`src/rtl/lafi_pkg.sv`:
```
// Shared types and constants for the launch arm and fire interlock.
`default_nettype none

package lafi_pkg;

    localparam int SERIAL_W = 16;
    localparam int TICK_W   = 16;
    localparam int CHAN_W   = 8;
    localparam int STAT_W   = 2;
    localparam int SKEW_W   = 15;
    localparam int CFG_IX_W = 2;
    localparam int CFG_D_W  = 16;

    localparam logic [SKEW_W-1:0] SKEW_RESET   = SKEW_W'(10);
    localparam logic [TICK_W-1:0] WINDOW_RESET = TICK_W'(2000);
    localparam logic [TICK_W-1:0] PULSE_RESET  = TICK_W'(50);

    typedef enum logic [2:0] {
        OP_TICK   = 3'd0,
        OP_QUERY  = 3'd1,
        OP_ARM    = 3'd2,
        OP_FIRE   = 3'd3,
        OP_MANUAL = 3'd4
    } t_op;

    typedef enum logic [3:0] {
        OC_NONE     = 4'd0,
        OC_ANSWERED = 4'd1,
        OC_ARMED    = 4'd2,
        OC_FIRED    = 4'd3,
        OC_SERIAL   = 4'd4,
        OC_CHANNEL  = 4'd5,
        OC_UNARMED  = 4'd6,
        OC_LATE     = 4'd7,
        OC_SKEW     = 4'd8
    } t_outcome;

    typedef enum logic [CFG_IX_W-1:0] {
        CFG_SERIAL = 2'd0,
        CFG_SKEW   = 2'd1,
        CFG_WINDOW = 2'd2,
        CFG_PULSE  = 2'd3
    } t_cfg_index;

    typedef struct packed {
        logic [2:0]          op;
        logic [SERIAL_W-1:0] serial;
        logic [CHAN_W-1:0]   channel;
        logic [TICK_W-1:0]   tick;
        logic [STAT_W-1:0]   drogue;
        logic [STAT_W-1:0]   main;
    } t_cmd;

    typedef struct packed {
        logic [SERIAL_W-1:0] own_serial;
        logic [SKEW_W-1:0]   skew_tol;
        logic [TICK_W-1:0]   window;
        logic [TICK_W-1:0]   pulse;
    } t_cfg;

    typedef struct packed {
        logic [TICK_W-1:0] local_time;
        logic              armed;
        logic [TICK_W-1:0] arm_stamp;
        logic              pending;
        logic              firing;
        logic [TICK_W-1:0] pulse_left;
    } t_state;

    typedef struct packed {
        logic              reply_send;
        logic              reply_valid;
        logic [STAT_W-1:0] reply_arm_status;
        logic [STAT_W-1:0] reply_igniter_status;
        logic [TICK_W-1:0] reply_tick;
        logic [CHAN_W-1:0] reply_channel;
        logic              fire_drive;
        logic              is_armed;
        t_outcome          outcome;
    } t_result;

endpackage

`default_nettype wire

```
`src/rtl/lafi_eval.sv`:
```
// Evaluation of one command against the interlock state.
`default_nettype none

module lafi_eval
    import lafi_pkg::*;
(
    input  var t_cmd    i_cmd,
    input  var t_cfg    i_cfg,
    input  var t_state  i_state,
    output t_state      o_state,
    output t_result     o_result
);

    logic [TICK_W-1:0] period;
    logic [TICK_W-1:0] diff;
    logic [TICK_W:0]   neg_diff;
    logic [TICK_W-1:0] skew_mag;
    logic              skew_ok;
    logic [TICK_W-1:0] since_arm;
    logic              late;
    logic [TICK_W-1:0] left_dec;
    logic              serial_ok;
    t_state            st;
    t_result           res;

    assign period    = (i_cfg.pulse == '0) ? TICK_W'(1) : i_cfg.pulse;
    assign diff      = i_cmd.tick - i_state.local_time;
    assign neg_diff  = (TICK_W+1)'(1 << TICK_W) - {1'b0, diff};
    assign skew_mag  = diff[TICK_W-1] ? neg_diff[TICK_W-1:0] : diff;
    assign skew_ok   = {1'b0, skew_mag} <= {2'b0, i_cfg.skew_tol};
    assign since_arm = i_state.local_time - i_state.arm_stamp;
    assign late      = since_arm > i_cfg.window;
    assign left_dec  = (i_state.pulse_left != '0) ? i_state.pulse_left - TICK_W'(1)
                                                  : i_state.pulse_left;
    assign serial_ok = i_cmd.serial == i_cfg.own_serial;

    always_comb begin
        st  = i_state;
        res = '0;
        res.outcome = OC_NONE;
        case (i_cmd.op)
            OP_TICK: begin
                st.local_time = i_state.local_time + TICK_W'(1);
                if (i_state.firing) begin
                    st.pulse_left = left_dec;
                    if (left_dec == '0) begin
                        if (i_state.pending) begin
                            st.pending    = 1'b0;
                            st.pulse_left = period;
                        end else begin
                            st.firing = 1'b0;
                        end
                    end
                end
            end
            OP_QUERY: begin
                if (!serial_ok) begin
                    res.outcome = OC_SERIAL;
                end else begin
                    res.reply_send = 1'b1;
                    if (i_cmd.channel == '0) begin
                        res.reply_valid          = 1'b1;
                        res.reply_arm_status     = i_cmd.drogue;
                        res.reply_igniter_status = i_cmd.main;
                    end
                    res.reply_tick    = i_state.local_time;
                    res.reply_channel = i_cmd.channel;
                    res.outcome       = OC_ANSWERED;
                end
            end
            OP_ARM: begin
                if (!serial_ok) begin
                    res.outcome = OC_SERIAL;
                end else if (i_cmd.channel != '0) begin
                    res.outcome = OC_CHANNEL;
                end else if (!skew_ok) begin
                    res.outcome = OC_SKEW;
                end else begin
                    st.armed     = 1'b1;
                    st.arm_stamp = i_state.local_time;
                    res.outcome  = OC_ARMED;
                end
            end
            OP_FIRE, OP_MANUAL: begin
                if (i_cmd.op == OP_FIRE && !i_state.armed) begin
                    res.outcome = OC_UNARMED;
                end else if (i_cmd.op == OP_FIRE && late) begin
                    res.outcome = OC_LATE;
                end else if (i_cmd.op == OP_FIRE && !skew_ok) begin
                    res.outcome = OC_SKEW;
                end else begin
                    if (!i_state.firing) begin
                        st.firing     = 1'b1;
                        st.pending    = 1'b0;
                        st.pulse_left = period;
                    end else begin
                        st.pending = 1'b1;
                    end
                    res.outcome = OC_FIRED;
                end
            end
            default: begin
            end
        endcase
        res.fire_drive = st.firing;
        res.is_armed   = st.armed;
    end

    assign o_state  = st;
    assign o_result = res;

endmodule

`default_nettype wire

```
`src/rtl/launch_arm_fire_interlock_unit.sv`:
```
// Launch arm and fire interlock: top level with input and result registers.
// Two register stages, command then result; one evaluation pass per item.
// Throughput: one item per cycle while i_out_ready is high.
// Reset: synchronous active low; clears state, flags and valids, and loads
// the register defaults (serial 0, skew 10, window 2000, pulse 50).
`default_nettype none

module launch_arm_fire_interlock_unit
    import lafi_pkg::*;
(
    input  var logic                i_clk,
    input  var logic                i_rst_n,
    input  var logic                i_cfg_we,
    input  var logic [CFG_IX_W-1:0] i_cfg_index,
    input  var logic [CFG_D_W-1:0]  i_cfg_data,
    input  var logic                i_in_valid,
    output logic                    o_in_ready,
    input  var logic [2:0]          i_operation,
    input  var logic [SERIAL_W-1:0] i_cmd_serial,
    input  var logic [CHAN_W-1:0]   i_cmd_channel,
    input  var logic [TICK_W-1:0]   i_cmd_tick,
    input  var logic [STAT_W-1:0]   i_drogue_status,
    input  var logic [STAT_W-1:0]   i_main_status,
    output logic                    o_out_valid,
    input  var logic                i_out_ready,
    output logic                    o_reply_send,
    output logic                    o_reply_valid,
    output logic [STAT_W-1:0]       o_reply_arm_status,
    output logic [STAT_W-1:0]       o_reply_igniter_status,
    output logic [TICK_W-1:0]       o_reply_tick,
    output logic [CHAN_W-1:0]       o_reply_channel,
    output logic                    o_fire_drive,
    output logic                    o_is_armed,
    output logic [3:0]              o_outcome
);

    t_cfg    r_cfg;
    t_state  r_state;
    t_state  n_state;
    t_cmd    r_cmd;
    logic    r_cmd_valid;
    t_result r_res;
    t_result n_res;
    logic    r_res_valid;
    logic    advance;

    assign advance    = r_cmd_valid && (!r_res_valid || i_out_ready);
    assign o_in_ready = !r_cmd_valid || advance;

    lafi_eval u_eval (
        .i_cmd    (r_cmd),
        .i_cfg    (r_cfg),
        .i_state  (r_state),
        .o_state  (n_state),
        .o_result (n_res)
    );

    always_ff @(posedge i_clk) begin
        if (!i_rst_n) begin
            r_cfg.own_serial <= '0;
            r_cfg.skew_tol   <= SKEW_RESET;
            r_cfg.window     <= WINDOW_RESET;
            r_cfg.pulse      <= PULSE_RESET;
        end else if (i_cfg_we) begin
            case (i_cfg_index)
                CFG_SERIAL: r_cfg.own_serial <= i_cfg_data;
                CFG_SKEW:   r_cfg.skew_tol   <= i_cfg_data[SKEW_W-1:0];
                CFG_WINDOW: r_cfg.window     <= i_cfg_data;
                CFG_PULSE:  r_cfg.pulse      <= i_cfg_data;
                default: begin
                end
            endcase
        end
    end

    always_ff @(posedge i_clk) begin
        if (!i_rst_n) begin
            r_cmd_valid <= 1'b0;
        end else if (o_in_ready) begin
            r_cmd_valid <= i_in_valid;
        end
        if (o_in_ready && i_in_valid) begin
            r_cmd.op      <= i_operation;
            r_cmd.serial  <= i_cmd_serial;
            r_cmd.channel <= i_cmd_channel;
            r_cmd.tick    <= i_cmd_tick;
            r_cmd.drogue  <= i_drogue_status;
            r_cmd.main    <= i_main_status;
        end
    end

    always_ff @(posedge i_clk) begin
        if (!i_rst_n) begin
            r_state     <= '0;
            r_res_valid <= 1'b0;
        end else begin
            if (advance) begin
                r_state     <= n_state;
                r_res_valid <= 1'b1;
            end else if (i_out_ready) begin
                r_res_valid <= 1'b0;
            end
        end
        if (advance) begin
            r_res <= n_res;
        end
    end

    assign o_out_valid            = r_res_valid;
    assign o_reply_send           = r_res.reply_send;
    assign o_reply_valid          = r_res.reply_valid;
    assign o_reply_arm_status     = r_res.reply_arm_status;
    assign o_reply_igniter_status = r_res.reply_igniter_status;
    assign o_reply_tick           = r_res.reply_tick;
    assign o_reply_channel        = r_res.reply_channel;
    assign o_fire_drive           = r_res.fire_drive;
    assign o_is_armed             = r_res.is_armed;
    assign o_outcome              = r_res.outcome;

endmodule

`default_nettype wire

```
`config.mk`:
```
export PLATFORM = sky130hd
export DESIGN_NAME = launch_arm_fire_interlock_unit
export DESIGN_NICKNAME = d
export VERILOG_FILES = /design/src/rtl/lafi_pkg.sv /design/src/rtl/lafi_eval.sv /design/src/rtl/launch_arm_fire_interlock_unit.sv
export SDC_FILE = /design/constraint.sdc
export NUM_CORES = 1
export LEC_CHECK = 0
export ABC_CLOCK_PERIOD_IN_PS = 5500
export BUFFER_PORTS_ARGS = -buffer_cell sky130_fd_sc_hd__buf_2
export CORE_MARGIN = 10
export CORE_UTILIZATION = 30
export CTS_CLUSTER_DIAMETER = 80
export DETAILED_ROUTE_END_ITERATION = 12
export HOLD_SLACK_MARGIN = 0.15
export PLACE_DENSITY_LB_ADDON = 0.2
export SETUP_SLACK_MARGIN = 0.02
export SYNTH_ARGS = -nofsm -noshare
export SYNTH_HDL_FRONTEND = slang
export SYNTH_SLANG_ARGS = --single-unit
```
`constraint.sdc`:
```
create_clock -name i_clk -period 5.5 [get_ports i_clk]
set_input_delay 1.375 -clock i_clk [delete_from_list [all_inputs] [get_ports i_clk]]
set_output_delay 1.375 -clock i_clk [all_outputs]
set_load 0.005 [all_outputs]
```
=== Word-level counts from Yosys, hierarchy flattened ===
Index checks and enable logic that the tools add are counted.

* $add $sub $neg: 5
* $lt $le $gt $ge: 2
* Equality and inequality tests: 14
* Mux-type cells: 29
* Bitwise logic cells: 1
* Reductions and logical operators: 31

{| class="wikitable"
|+ Operators with widths
! cell !! number
|-
| 18-bit two-way mux || 5
|-
| 16-bit two-way mux || 5
|-
| 17-bit two-way mux || 4
|-
| 18-bit one-hot mux with 2 select lines || 1
|-
| 16-bit logical NOT || 2
|-
| 16-bit subtractor || 2
|-
| 30-bit two-way mux || 1
|-
| 4-bit two-way mux || 6
|-
| 16-bit by 1-bit adder with 16-bit output (second input constant) || 1
|-
| 16-bit == test || 1
|-
| 16-bit > comparator || 1
|-
| 16-bit by 15-bit less-or-equal comparator with 1-bit output || 1
|-
| 16-bit nonzero test || 1
|-
| 1-bit by 16-bit subtractor with 16-bit output (first input constant) || 1
|-
| 16-bit by 1-bit subtractor with 16-bit output (second input constant) || 1
|-
| 7-bit AND reduction || 2
|-
| 4-bit one-hot mux with 3 select lines || 1
|-
| 2-bit AND reduction || 6
|-
| 2-bit inequality test (second input constant) || 5
|-
| 8-bit logical NOT || 1
|-
| 8-bit nonzero test || 1
|-
| 3-bit by 2-bit == test with 1-bit output (second input constant) || 2
|-
| 1-bit logical AND || 5
|-
| 5-bit two-way mux || 1
|-
| other kinds (16) || 25
|}

* Register bits after elaboration: 199
* Bits of input ports: 70
* Output and inout port bits: 38
* Word-level logic and storage cells: 109

=== Depth between registers and ports, before layout ===
Gate-level depths: netlist of run 1.

* Depth after elaboration: 10
* Gate-level depth with buffers: 24
* Gate-level depth less buffers: 23

=== By module ===
A second synthesis of run 1 with hierarchy kept.

* Cells, all modules: 1,254
* Area total of the unflattened synthesis: 11,579.9 sq um

{| class="wikitable"
|+ Modules (own cells, without submodules)
! module !! times used !! cells each !! area an instance (sq um) !! seq. area each (sq um)
|-
| launch_arm_fire_interlock_unit || 1 || 543 || 6,836.6 || 4,814.6
|-
| lafi_eval || 1 || 711 || 4,743.3 || 0.0
|}

=== Worst setup path before layout of run 1 ===
No wires, ideal clock.

* Kind: reg-to-reg
* From: reg r_state[36] (netlist name)
* To: reg r_state[24] (netlist name)
* Setup time: 59 ps
* Data arrival time: 5,325 ps
* Path slack: 115 ps
* Cell stages (with the launch flop): 22
* Cells stage by stage: dfxtp_1 > inv_1 > ha_1 > nor2b_1 > o31a_1 > o211ai_1 > nand2_1 > a21o_1 > a21oi_1 > xor2_1 > clkbuf_1 > a21oi_1 > xnor2_1 > ha_1 > a21o_1 > a221o_1 > a211o_1 > o31a_1 > a2111oi_4 > buf_8 > mux2i_1 > and2_1

* Word-level cells in the longest chain between the ends: 5

{| class="wikitable"
|+ RTL lines
! element !! RTL line !! text
|-
| start, declared || launch_arm_fire_interlock_unit.sv:38 || <nowiki>t_state r_state;</nowiki>
|-
| start signal, assigned || launch_arm_fire_interlock_unit.sv:98 || <nowiki>r_state <= n_state;</nowiki>
|-
| 16-bit subtractor (*) || lafi_eval.sv:27 || <nowiki>assign diff = i_cmd.tick - i_state.local_time;</nowiki>
|-
| 1-bit by 16-bit subtractor with 16-bit output || lafi_eval.sv:28 || <nowiki>assign neg_diff = (TICK_W+1)'(1 << TICK_W) - {1'b0, diff};</nowiki>
|-
| 16-bit two-way mux (*) || lafi_eval.sv:29 || <nowiki>assign skew_mag = diff[TICK_W-1] ? neg_diff[TICK_W-1:0] : diff;</nowiki>
|-
| 16-bit by 15-bit less-or-equal comparator with 1-bit output (*) || lafi_eval.sv:30 || <nowiki>assign skew_ok = {1'b0, skew_mag} <= {2'b0, i_cfg.skew_tol};</nowiki>
|-
| 5-bit AND reduction (no source line) (*) || - ||
|}

Every way passes the cells marked *; elsewhere a longest branch is shown, timed or not.
A chain may end at the register's enable or synchronous reset.

=== Worst setup path after layout of run 1 ===
* From: reg r_state[40] (netlist name)
* To: reg r_state[17] (netlist name)

* Word-level cells in the longest chain between the ends: 8

{| class="wikitable"
|+ RTL lines
! element !! RTL line !! text
|-
| 16-bit subtractor || lafi_eval.sv:27 ||
|-
| 1-bit by 16-bit subtractor with 16-bit output || lafi_eval.sv:28 ||
|-
| 16-bit two-way mux || lafi_eval.sv:29 ||
|-
| 16-bit by 15-bit less-or-equal comparator with 1-bit output || lafi_eval.sv:30 ||
|-
| 1-bit logical NOT || - ||
|-
| 1-bit logical AND || lafi_eval.sv:89 || <nowiki>end else if (i_cmd.op == OP_FIRE && !skew_ok) begin</nowiki>
|-
| 2-bit inequality test (no source line) || - ||
|-
| 7-bit AND reduction (no source line) (*) || - ||
|}

Marks and branches as above.

==> results of run 1 <==
==> worst paths after layout <==
| check | startpoint | to | slack [ps] | cells after the start |
|---|---|---|---|---|
| max | r_state[40] | r_state[17] | 220 | 21 |
| min reg2reg | r_cfg[37] | r_cfg[37] | 460 | 2 |
| min | r_cfg[37] | r_cfg[37] | 460 | 2 |
| max reg2reg | r_state[40] | r_state[17] | 220 | 21 |
==> cells in the mapped netlist (4+ instances only) <==
cell | instances | area, um^2
a2111oi_0 | 6 | 52.55
a211o_1 | 5 | 43.79
a211oi_1 | 6 | 45.04
a21boi_0 | 58 | 435.4
a21o_1 | 8 | 60.06
a21oi_1 | 68 | 340.3
a22oi_1 | 6 | 45.04
a31oi_1 | 4 | 25.02
and2_1 | 61 | 381.6
and3_1 | 12 | 75.07
and4_1 | 5 | 43.79
buf_2 | 6 | 30.03
clkbuf_1 | 44 | 165.2
dfxtp_1 | 116 | 2322
edfxtp_1 | 83 | 2492
ha_1 | 64 | 800.8
inv_1 | 76 | 285.3
mux2i_1 | 21 | 210.2
nand2_1 | 162 | 608.1
nand2b_1 | 11 | 68.82
nand3_1 | 30 | 150.1
nand3b_1 | 4 | 30.03
nand4_1 | 15 | 93.84
nor2_1 | 72 | 270.3
nor2b_1 | 18 | 112.6
nor3_1 | 27 | 135.1
nor3b_1 | 7 | 52.55
nor4_1 | 12 | 75.07
o211ai_1 | 18 | 135.1
o21a_1 | 12 | 90.09
o21ai_0 | 34 | 170.2
o31a_1 | 4 | 35.03
o31ai_1 | 4 | 30.03
or2_2 | 6 | 37.54
or3_1 | 8 | 50.05
or4_1 | 4 | 30.03
xnor2_1 | 48 | 420.4
xor2_1 | 24 | 210.2
==> repair_timing <==
| item | in CTS | in global routing |
|---|---|---|
| resized for setup | 4 | 27 |
| setup endpoints to repair | 17 | 34 |
| pin swaps | 0 | 11 |
| hold buffers | 0 | 0 |
| buffers inserted | 0 | 7 |
==> per-layer routing <==
layer | global-route usage | vias to the layer above | wire length, um
met4 | 0.03544 | 2 | 402
met3 | 0.03052 | 23 | 1524
met5 | 0 | - | 17
li1 | - | 4578 | -
met1 | 0.1949 | 4278 | 16070
met2 | 0.2157 | 161 | 14040
==> per-stage QoR <==
step	instance area (um^2)	util	std cells
after global placement	12580	0.3411	1828
after CTS	13170	0.3573	1860
after global routing	13360	0.3622	1868
final	13360	0.3624	1870
after detailed placement	12580	0.3411	1828
after floorplan	11270	-	1226
==> tightest hold or removal path, cell delays in order, from the launching register on <==
cell and delay, ps:
dfxtp_1 310, nand2_1 50, a21boi_0 60
==> power by group through the flow <==
stage | clock [mW] | combinational, mW | sequential [mW]
6_report | 1.28 | 0.677 | 1.64
2_1_floorplan | 0 | 0.450 | 1.66
4_1_cts | 1.31 | 0.652 | 1.64
3_3_place_gp | 0 | 0.644 | 1.67
3_5_place_dp | 0 | 0.647 | 1.67
5_1_grt | 1.37 | 0.756 | 1.65
==> cell families (layout without fill, tap and decap cells) <==
family | after synthesis | after routing
compound gates | 270 | 270
buf+inv | 129 | 266
simple gates | 468 | 468
fa+ha+maj | 66 | 66
flops | 199 | 199
mux | 21 | 21
xor+xnor | 73 | 73
other cells | 0 | 3
==> registers in the layout, indices dropped and copies added, names as in the netlist, 2 cells and up <==
signal,count
o_reply_channel,8
o_outcome,4
r_cmd,47
r_cfg,63
r_state,51
o_reply_tick,16
o_reply_arm_status,2
o_reply_igniter_status,2
==> final cells by class <==
cell class | instances | area (um^2)
multi-input combinational | 898 | 6068
clock inverter | 12 | 113.9
timing repair buffer | 158 | 958.4
tap | 504 | 630.6
inverter | 76 | 285.3
clock buffer | 20 | 479.2
sequential | 199 | 4818
fill | 3770 | 23510
antenna | 3 | 7.507
==> metrics.txt, run 1 <==
status complete, no violations; Max Freq 189.4 MHz; detail-routed via count per cell 4.835; final number of max-transition violations 0; most frequent standard cell in the layout excluding fill and tap cells nand2_1; routability congestion estimate 0.8722; detailed-route via count 9,042; Top FF cell, synth dfxtp_1; cell family with most CP delay simple AND/OR/NAND/NOR gates; switching part of the total 0.2890; Setup-failing EPs final 0; number of violations reported at the end of detailed-routing iteration 0 490; total leakage power 5.043 nW; number of antenna violations at the first check in global routing 3; maximum number of pins on one net before global-route repair 50; post-synthesis compound-gate area fraction 0.1676; type of the worst setup path flop to flop; master cell of the clock root buffer clkbuf_16; floorplan core area 0.03687 mm^2; worst-path cell chain inv_1 -> ha_2 -> a21o_1 -> or3_1 -> o21ba_4 -> xnor2_2 -> nand4b_1 -> buf_4 -> nor2_1 -> nor2_1 -> xor2_1 -> ha_1 -> and4_4 -> nand4_1 -> o32a_1 -> o31a_1 -> nor4_2 -> o41ai_2 -> and2_1 -> or4b_1 -> a21boi_1; synthesized instance count 1,226; worst path buffer plus inverter count 2; clock tree from TritonCTS built; dpl ws -79.87 ps; via count of the first global-routing pass 8,640; number of synthesized register bits 199; sequential area share after synthesis 0.4271; post-route total power 3.599 mW; Internal Dissipation 2.559 mW; Syn Nets 1,362; starting density of the core 0.3057; simple-gate area share of the yosys netlist 0.2088; clock sink count 199; per-instance average area after synthesis 9.195 um^2; sequential fraction of design power 0.456; adder-cell area share of the yosys netlist 0.07458; Post-DRT Antenna Nets 0; Post-synth EDFFs 83; critical-path maximum fanout 8; overall global routing resource usage 0.1403; Least-Margin Pin Slew 1055 ps; clock share of power 0.356; post-layout net count 1,486; First-pass DRT Iterations 5; maximum root-to-sink buffer count 2; kind of capture point of the worst setup path flop; fraction of layout instances using a drive strength above 1 0.1709; Clock transition at path regs 70 ps; fraction of registers with async set/reset 0; Die Span X 213.9 um; NetSw 1.040 mW; unrepaired setup endpoints after global routing false; total power density per cell area 269.4 mW/mm^2; overflow left after global routing 0; maxcap violations 0; most used cell along the critical path nor2_1; Min Clock Period, post-route 5279 ps; minimum hold slack 461.2 ps; height of the chip 213.9 um; cell type of the slowest stage on the worst timing path or4b_1; multiplexer area fraction after synthesis 0.01865; Hold Path Class flop to flop; number of top-level pins 108; Req. time, crit path 5880 ps; number of DRC violations after detailed routing 0; number of buffers created by CTS 17; highest-count cells in the layout ignoring fill and taps nand2_1, dfxtp_1, buf_2; largest stage delay on the critical path 500 ps; Tcrit/Tclk final 0.9599; P&R area growth vs syn 18.52%; total negative slack 0 ps; startpoint type of the worst setup path flop; number of buffer cells added on primary ports 107; combinational family with the most area after synthesis simple AND/OR/NAND/NOR gates; maximum level of the CTS H-tree 4; synth unique cells 78; Worst-Skew Late Latency 460 ps; peak ir drop on the vdd network 0.2375 mV; Synthesis Warnings 0; xor-xnor portion of the synthesized cell area 0.05738; first-pass GRT wire length 49,580 um; portion of total power attributed to combinational logic 0.188; wire length per cell 17.14 um; final worst setup slack 220.7 ps; Post-Route Skew 15.23 ps; number of rows in the core area 70; number of endpoints with negative hold slack in the final report 0; post-detailed-placement half-perimeter wirelength 24,290 um; data arrival time at the worst-slack endpoint 5660 ps; final routed wirelength across all metal layers 32,050 um; normalized max-slew margin 0.2941; DIE AREA 0.04573 mm^2; summed instance area of the synthesized netlist 0.01127 mm^2
No activity file was read; power rests on OpenSTA's default activity.
==> inputs of run 2 (changes only) <==
--- a/config.mk
+++ b/config.mk
@@ -16,4 +16,5 @@
 export SETUP_SLACK_MARGIN = 0.02
 export SYNTH_ARGS = -nofsm -noshare
 export SYNTH_HDL_FRONTEND = slang
+export SYNTH_HIERARCHICAL = 1
 export SYNTH_SLANG_ARGS = --single-unit
==> run 2 against run 1 <==
Effect of this change:
- register-to-register slack better by 150 ps
- hold slack better by 12 ps
- design area about the same
- sequential share of layout area about the same
- largest cell class unchanged
- sequential power about the same
- clock power about the same
- first-iteration DRC count up 37%
- non-clock buffer count down 20
- synthesized cell count up 2.3%
- power down 6.2%
- area after synthesis up 2.7%
- global-route usage down 0.63 points
==> metrics.txt, run 2 <==
floorplan core area 0.03784 mm^2 (+2.6%); fraction of registers with async set/reset 0 (unchanged); fraction of layout instances using a drive strength above 1 0.1738 (+0.002807); largest registers r_cfg: 63 flops, r_state: 51 flops, r_cmd: 47 flops; First-pass DRT Iterations 5 (unchanged); per-instance average area after synthesis 9.234 um^2 (+0.43%); number of violations reported at the end of detailed-routing iteration 0 669 (+37%); maxcap violations 0 (unchanged); detail-routed via count per cell 4.899 (+1.3%); cells taking the most area after synthesis edfxtp_1, dfxtp_1, ha_1; Die Span X 216.5 um (+1.2%); max reg flops 63 (unchanged); overflow left after global routing 0 (unchanged); Least-Margin Pin Slew 1054 ps (-0.5519 ps); number of buffer cells added on primary ports 107 (unchanged); number of antenna violations at the first check in global routing 0 (-3); clock sink count 199 (unchanged); final worst setup slack 366.7 ps (+146.0 ps); dpl ws 140.4 ps (+220.2 ps); maximum level of the CTS H-tree 4 (unchanged); sequential area share after synthesis 0.4158 (-0.01131); most frequent standard cell in the layout excluding fill and tap cells nand2_1; height of the chip 216.5 um (+1.2%); status complete, no violations; normalized max-slew margin 0.2950 (+0.0008420); most area-hungry cell type in the Yosys netlist edfxtp_1; starting density of the core 0.3060 (about the same); clock tree from TritonCTS built; total leakage power 5.252 nW (+4.2%); Hold Path Class flop to flop; Tcrit/Tclk final 0.9333 (-0.02654); Clock transition at path regs 80 ps (about the same); final number of max-transition violations 0 (unchanged); post-detailed-placement half-perimeter wirelength 23,740 um (-2.3%); total power density per cell area 252.6 mW/mm^2 (-6.2%); setup slack of the most critical reg-to-reg path 370 ps (+150 ps); via count of the first global-routing pass 9,049 (+4.7%); type of the worst setup path flop to flop; highest-count cells in the layout ignoring fill and taps nand2_1, dfxtp_1, buf_2; Setup-failing EPs final 0 (unchanged); number of buffers created by CTS 17 (unchanged); maximum root-to-sink buffer count 2 (unchanged); cell types with the highest counts after synthesis nand2_1, dfxtp_1, edfxtp_1; synthesized instance count 1,254 (+2.3%); routability congestion estimate 0.8935 (+2.4%); DIE AREA 0.04686 mm^2 (+2.5%); peak ir drop on the vdd network 0.2241 mV (-5.6%); summed instance area of the synthesized netlist 0.01158 mm^2 (+2.7%); first-pass GRT wire length 50,230 um (+1.3%); maximum number of pins on one net before global-route repair 85 (+70%); number of top-level pins 108 (unchanged); number of endpoints with negative hold slack in the final report 0 (unchanged); Hold Buf Count CTS 0 (unchanged); startpoint type of the worst setup path flop; total negative slack 0 ps (unchanged); wire length per cell 16.97 um (-1.0%); P&R area growth vs syn 15.36%; Synthesis Warnings 6 (+6); synth unique cells 90 (+15%); number of DRC violations after detailed routing 0 (unchanged); number of rows in the core area 71 (+1.4%); leading cell type by number of instances after synthesis nand2_1; Req. time, crit path 5880 ps (about the same); Post-DRT Antenna Nets 0 (unchanged); detailed-route via count 9,185 (+1.6%); data arrival time at the worst-slack endpoint 5520 ps (-140 ps); Post-synth EDFFs 83 (unchanged); final routed wirelength across all metal layers 31,810 um (-0.74%); post-layout net count 1,487 (+0.067%); Top FF cell, synth dfxtp_1; Synth top area share 0.2152 (-0.005853); kind of capture point of the worst setup path flop; Most flops, register r_cfg; master cell of the clock root buffer clkbuf_16; Post-Route Skew 23.56 ps (+8.327 ps); unrepaired setup endpoints after global routing false; number of inserted diodes 0 (-3); overall global routing resource usage 0.1340 (-0.006344); Syn Nets 1,390 (+2.1%); Worst-Skew Late Latency 460 ps (about the same); Max Freq 194.8 MHz (+2.8%); critical-path maximum fanout 8 (unchanged); number of synthesized register bits 199 (unchanged); Min Clock Period, post-route 5133 ps (-146.0 ps)
[run 2: changes by cell type in the layout (fill, tap and decap cells not counted), moves of 17 or more]
cell / delta
nand3_1: +44
a21oi_1: -20
nand2_1: +31
o21ai_1: +17
mux2i_1: +46
a21boi_0: -56
and2_1: -49
o21ai_0: +24
and3_1: +18
[run 2: area by class of cell]
cell class	instances	area (um^2)
Fill cell	3933	24480
Multi-Input combinational cell	920	6227
Sequential cell	199	4816
Timing Repair Buffer	138	770.7
Tap cell	511	639.4
Clock buffer	18	450.4
Inverter	75	281.5
Clock inverter	14	173.9
[run 2: repair_timing]
action	4_1_cts	5_1_grt
buffers inserted	0	5
gates resized for setup	0	19
endpoints found under the setup margin	0	38
[run 2: critical path, cell delays in order, from the launching register on]
cell and delay [ps]:
dfxtp_2 370, ha_1 210, fa_1 410, nand2b_1 190, a211oi_2 220, o31ai_1 120
and2_1 170, a2111o_1 370, nor3_4 230, nand4b_1 170, nor3_2 140, nor2_1 60
xor2_1 150, ha_1 320, a2111oi_1 430, nand2_1 100, o21ai_1 160, buf_4 150
o311ai_4 140, a21oi_2 450, a22o_1 220, a31o_1 100, nand2_1 50, mux2i_1 130
[run 2: layer usage]
| layer | wire length, um | GRT usage |
|---|---|---|
| met1 | 15950 | 0.1815 |
| met3 | 1196 | 0.02827 |
| met5 | 0 | 0 |
| met2 | 14160 | 0.2107 |
| met4 | 512 | 0.03752 |
[run 2: worst paths after layout]
path	start	to	depth (start not counted)
setup / recovery	r_state[35]	r_state[8]	23
hold / removal	r_state[24]	r_state[24]	2
setup reg to reg	r_state[35]	r_state[8]	23
hold reg to reg	r_state[24]	r_state[24]	2
[run 2: cells by family (layout without fill, tap and decap cells)]
logic type / count (synthesis) / in the layout / synth area share
compound gates: 234 / 235 / 0.1398
xor+xnor: 69 / 69 / 0.05219
fa+ha+maj: 66 / 66 / 0.07261
buf+inv: 136 / 245 / 0.05446
flops: 199 / 199 / 0.4158
mux: 69 / 69 / 0.06018
simple gates: 481 / 481 / 0.2050
[run 2: power by group]
part | switching (mW) | total, mW | internal (mW)
Clock | 0.662 | 1.31 | 0.647
Combinational | 0.265 | 0.445 | 0.181
Sequential | 0.0309 | 1.62 | 1.59
Total | 0.958 | 3.37 | 2.42
[run 2: per-stage QoR]
stage / cells / power (mW) / hold WS (ps) / area [um^2] / utilization
after floorplan: 1254 / 1.953 / 431.4 / 11580 / -
after global placement: 1837 / 2.089 / 456.9 / 12610 / 0.3333
after detailed placement: 1837 / 2.095 / 460.8 / 12610 / 0.3333
after CTS: 1869 / 3.416 / 474.1 / 13240 / 0.3498
after global routing: 1875 / 3.538 / 493.8 / 13360 / 0.3530
final: 1875 / 3.375 / 473.0 / 13360 / 0.3530
==> inputs of run 3 (changes only) <==
--- a/config.mk
+++ b/config.mk
@@ -7,6 +7,8 @@
 export LEC_CHECK = 0
 export ABC_CLOCK_PERIOD_IN_PS = 5500
 export BUFFER_PORTS_ARGS = -buffer_cell sky130_fd_sc_hd__buf_2
+export CAP_MARGIN = 20
+export CORE_ASPECT_RATIO = 0.7
 export CORE_MARGIN = 10
 export CORE_UTILIZATION = 30
 export CTS_CLUSTER_DIAMETER = 80
==> run 3 against run 2 <==
Effect of this change:
- cell count fell by 0.96%
- critical endpoint is now r_state[9]
- clock power about the same
- count of clock-buffer cells in the layout is the same
- power is 0.19% higher
- critical path depth stayed put
- die area rose by 0.27%
- highest routed layer unchanged
- non-clock buffer count is 4 lower
- hold slack got worse by 2.9 ps
- fmax is 0.47% lower
==> metrics.txt, run 3 (synthesis gave the netlist of run 2 again) <==
status complete, no violations; height of the chip 184.4 um (-15%); number of violations reported at the end of detailed-routing iteration 0 833 (+25%); master cell of the clock root buffer clkbuf_16; number of top-level pins 108 (unchanged); number of rows in the core area 60 (-15%); Min Clock Period, post-route 5158 ps (+24.36 ps); Clock transition at path regs 80 ps (about the same); final std cell area, no fill 0.01335 mm^2 (about the same); total placed cells including tap cells 1,813 (-1.3%); peak ir drop on the vdd network 0.2149 mV (-4.1%); startpoint type of the worst setup path flop; post-detailed-placement half-perimeter wirelength 24,150 um (+1.8%); overflow left after global routing 0 (unchanged); number of DRC violations after detailed routing 0 (unchanged); starting density of the core 0.3025 (-0.003540); Max Freq 193.9 MHz (-0.47%); Hold Buf Count CTS 0 (unchanged); number of buffer cells added on primary ports 107 (unchanged); routability congestion estimate 0.8612 (-3.6%); filler cell count in the final layout 3,942 (+0.23%); kind of capture point of the worst setup path flop; dpl ws -368.0 ps (-508.4 ps); Tcrit/Tclk final 0.9378 (+0.004429); highest-count cells in the layout ignoring fill and taps nand2_1, dfxtp_1, buf_2; Hold Path Class flop to flop; Post-Route Skew 12.41 ps (-11.15 ps); via count of the first global-routing pass 8,709 (-3.8%); detail-routed via count per cell 4.948 (+1.0%); Most flops, register r_cfg; final number of max-transition violations 0 (unchanged); post-layout net count 1,483 (-0.27%); final worst setup slack 342.3 ps (-24.36 ps); Req. time, crit path 5840 ps (-40 ps); Worst-Skew Late Latency 450 ps (about the same); total power density per cell area 253.2 mW/mm^2 (+0.23%); final standard cell count with taps included and fillers excluded 1,857 (-0.96%); final routed wirelength across all metal layers 32,810 um (+3.1%); maximum level of the CTS H-tree 4 (unchanged); max reg flops 63 (unchanged); fraction of layout instances using a drive strength above 1 0.1757 (+0.001982); Post-DRT Antenna Nets 0 (unchanged); Setup-failing EPs final 0 (unchanged); type of the worst setup path flop to flop; wire length per cell 17.67 um (+4.1%); minimum hold slack 470.1 ps (-2.906 ps); largest registers r_cfg: 63 flops, r_state: 51 flops, r_cmd: 47 flops; number of antenna violations at the first check in global routing 2 (+2); P&R area growth vs syn 15.32% (about the same); startpoint of the most critical hold path r_cfg[58]; depth of the worst register-to-register path 23 (unchanged); First-pass DRT Iterations 6 (+1); clock sink count 199 (unchanged); unrepaired setup endpoints after global routing false; most frequent standard cell in the layout excluding fill and tap cells nand2_1; final standard cell utilization of the core 0.3488 (-0.004214); R2R Path Start r_state[36]; maximum number of pins on one net before global-route repair 85 (unchanged); data arrival time at the worst-slack endpoint 5500 ps (-20 ps); overall global routing resource usage 0.1388 (+0.004885); total negative slack 0 ps (unchanged); DIE AREA 0.04698 mm^2 (+0.27%); placed inst area 0.01253 mm^2 (-0.68%); post-route total power 3.381 mW (+0.19%); number of endpoints with negative hold slack in the final report 0 (unchanged); number of buffers created by CTS 17 (unchanged); Die Span X 254.8 um (+18%); clock tree from TritonCTS built; critical-path maximum fanout 8 (unchanged); Least-Margin Pin Slew 1068 ps (+13.63 ps); total leakage power 5.230 nW (-0.43%); first-pass GRT wire length 50,670 um (+0.88%); maximum root-to-sink buffer count 2 (unchanged); Critical path origin r_state[36]; normalized max-slew margin 0.2858 (-0.009112); maxcap violations 0 (unchanged); detailed-route via count 9,188 (+0.033%); worst hold path depth 2 (unchanged); floorplan core area 0.03829 mm^2 (+1.2%)
run 3: layout make-up:
class                   instances  area (um^2)  share of cell area
flip-flops and latches        199         4821              0.3610
diodes                          1        2.502           0.0001874
multi-input cells             920         6262              0.4689
clock buffers                  18        429.2             0.03214
clock inverters                14        160.2             0.01199
well taps                     496        620.6             0.04647
repair buffers                134        777.0             0.05818
inverters                      75        281.5             0.02108
run 3: path summary, 6_finish.rpt:
kind,to,slack [ps]
worst max-delay path,r_state[9],340
worst min-delay path,r_cfg[58],470
worst max register to register,r_state[9],340
worst min register to register,r_cfg[58],470
run 3: per-layer routing:
| metal | part of all wire | wire, um | vias to the layer above | global-route usage |
|---|---|---|---|---|
| met3 | 0.049 | 1619 | 13 | 0.02589 |
| met2 | 0.41 | 13480 | 199 | 0.1974 |
| met4 | 0.0056 | 184 | 0 | 0.03086 |
| li1 | - | - | 4626 | - |
| met5 | 0 | 0 | - | 0 |
| met1 | 0.53 | 17530 | 4350 | 0.2101 |
run 3: worst max-delay path, cell delays in order (launching register included):
cell and delay (ps):
dfxtp_2 470, inv_1 190, ha_1 310, nand2b_1 110, a21oi_2 100, o311a_4 390
o31ai_4 290, xnor2_1 260, o31a_1 290, nand4b_4 200, nor2b_1 210, xor2_1 140
ha_1 230, a2111oi_2 310, nand2_1 110, o21ai_2 210, buf_4 170, o311ai_4 110
a21o_4 290, buf_4 140, a31o_2 220, a22o_1 170, nand2_1 50, mux2i_1 60
run 3: what timing repair did:
item                                    4_1_cts  5_1_grt
buffers inserted                              2        6
endpoints found under the setup margin       38       36
gates cloned                                  0        1
pin swaps                                     0        8
gates resized for setup                      10       19
run 3: where the power goes:
| group | total [mW] | internal [mW] | switching, mW |
|---|---|---|---|
| sequential | 1.62 | 1.59 | 0.0324 |
| combinational | 0.455 | 0.184 | 0.271 |
| clock | 1.31 | 0.648 | 0.658 |
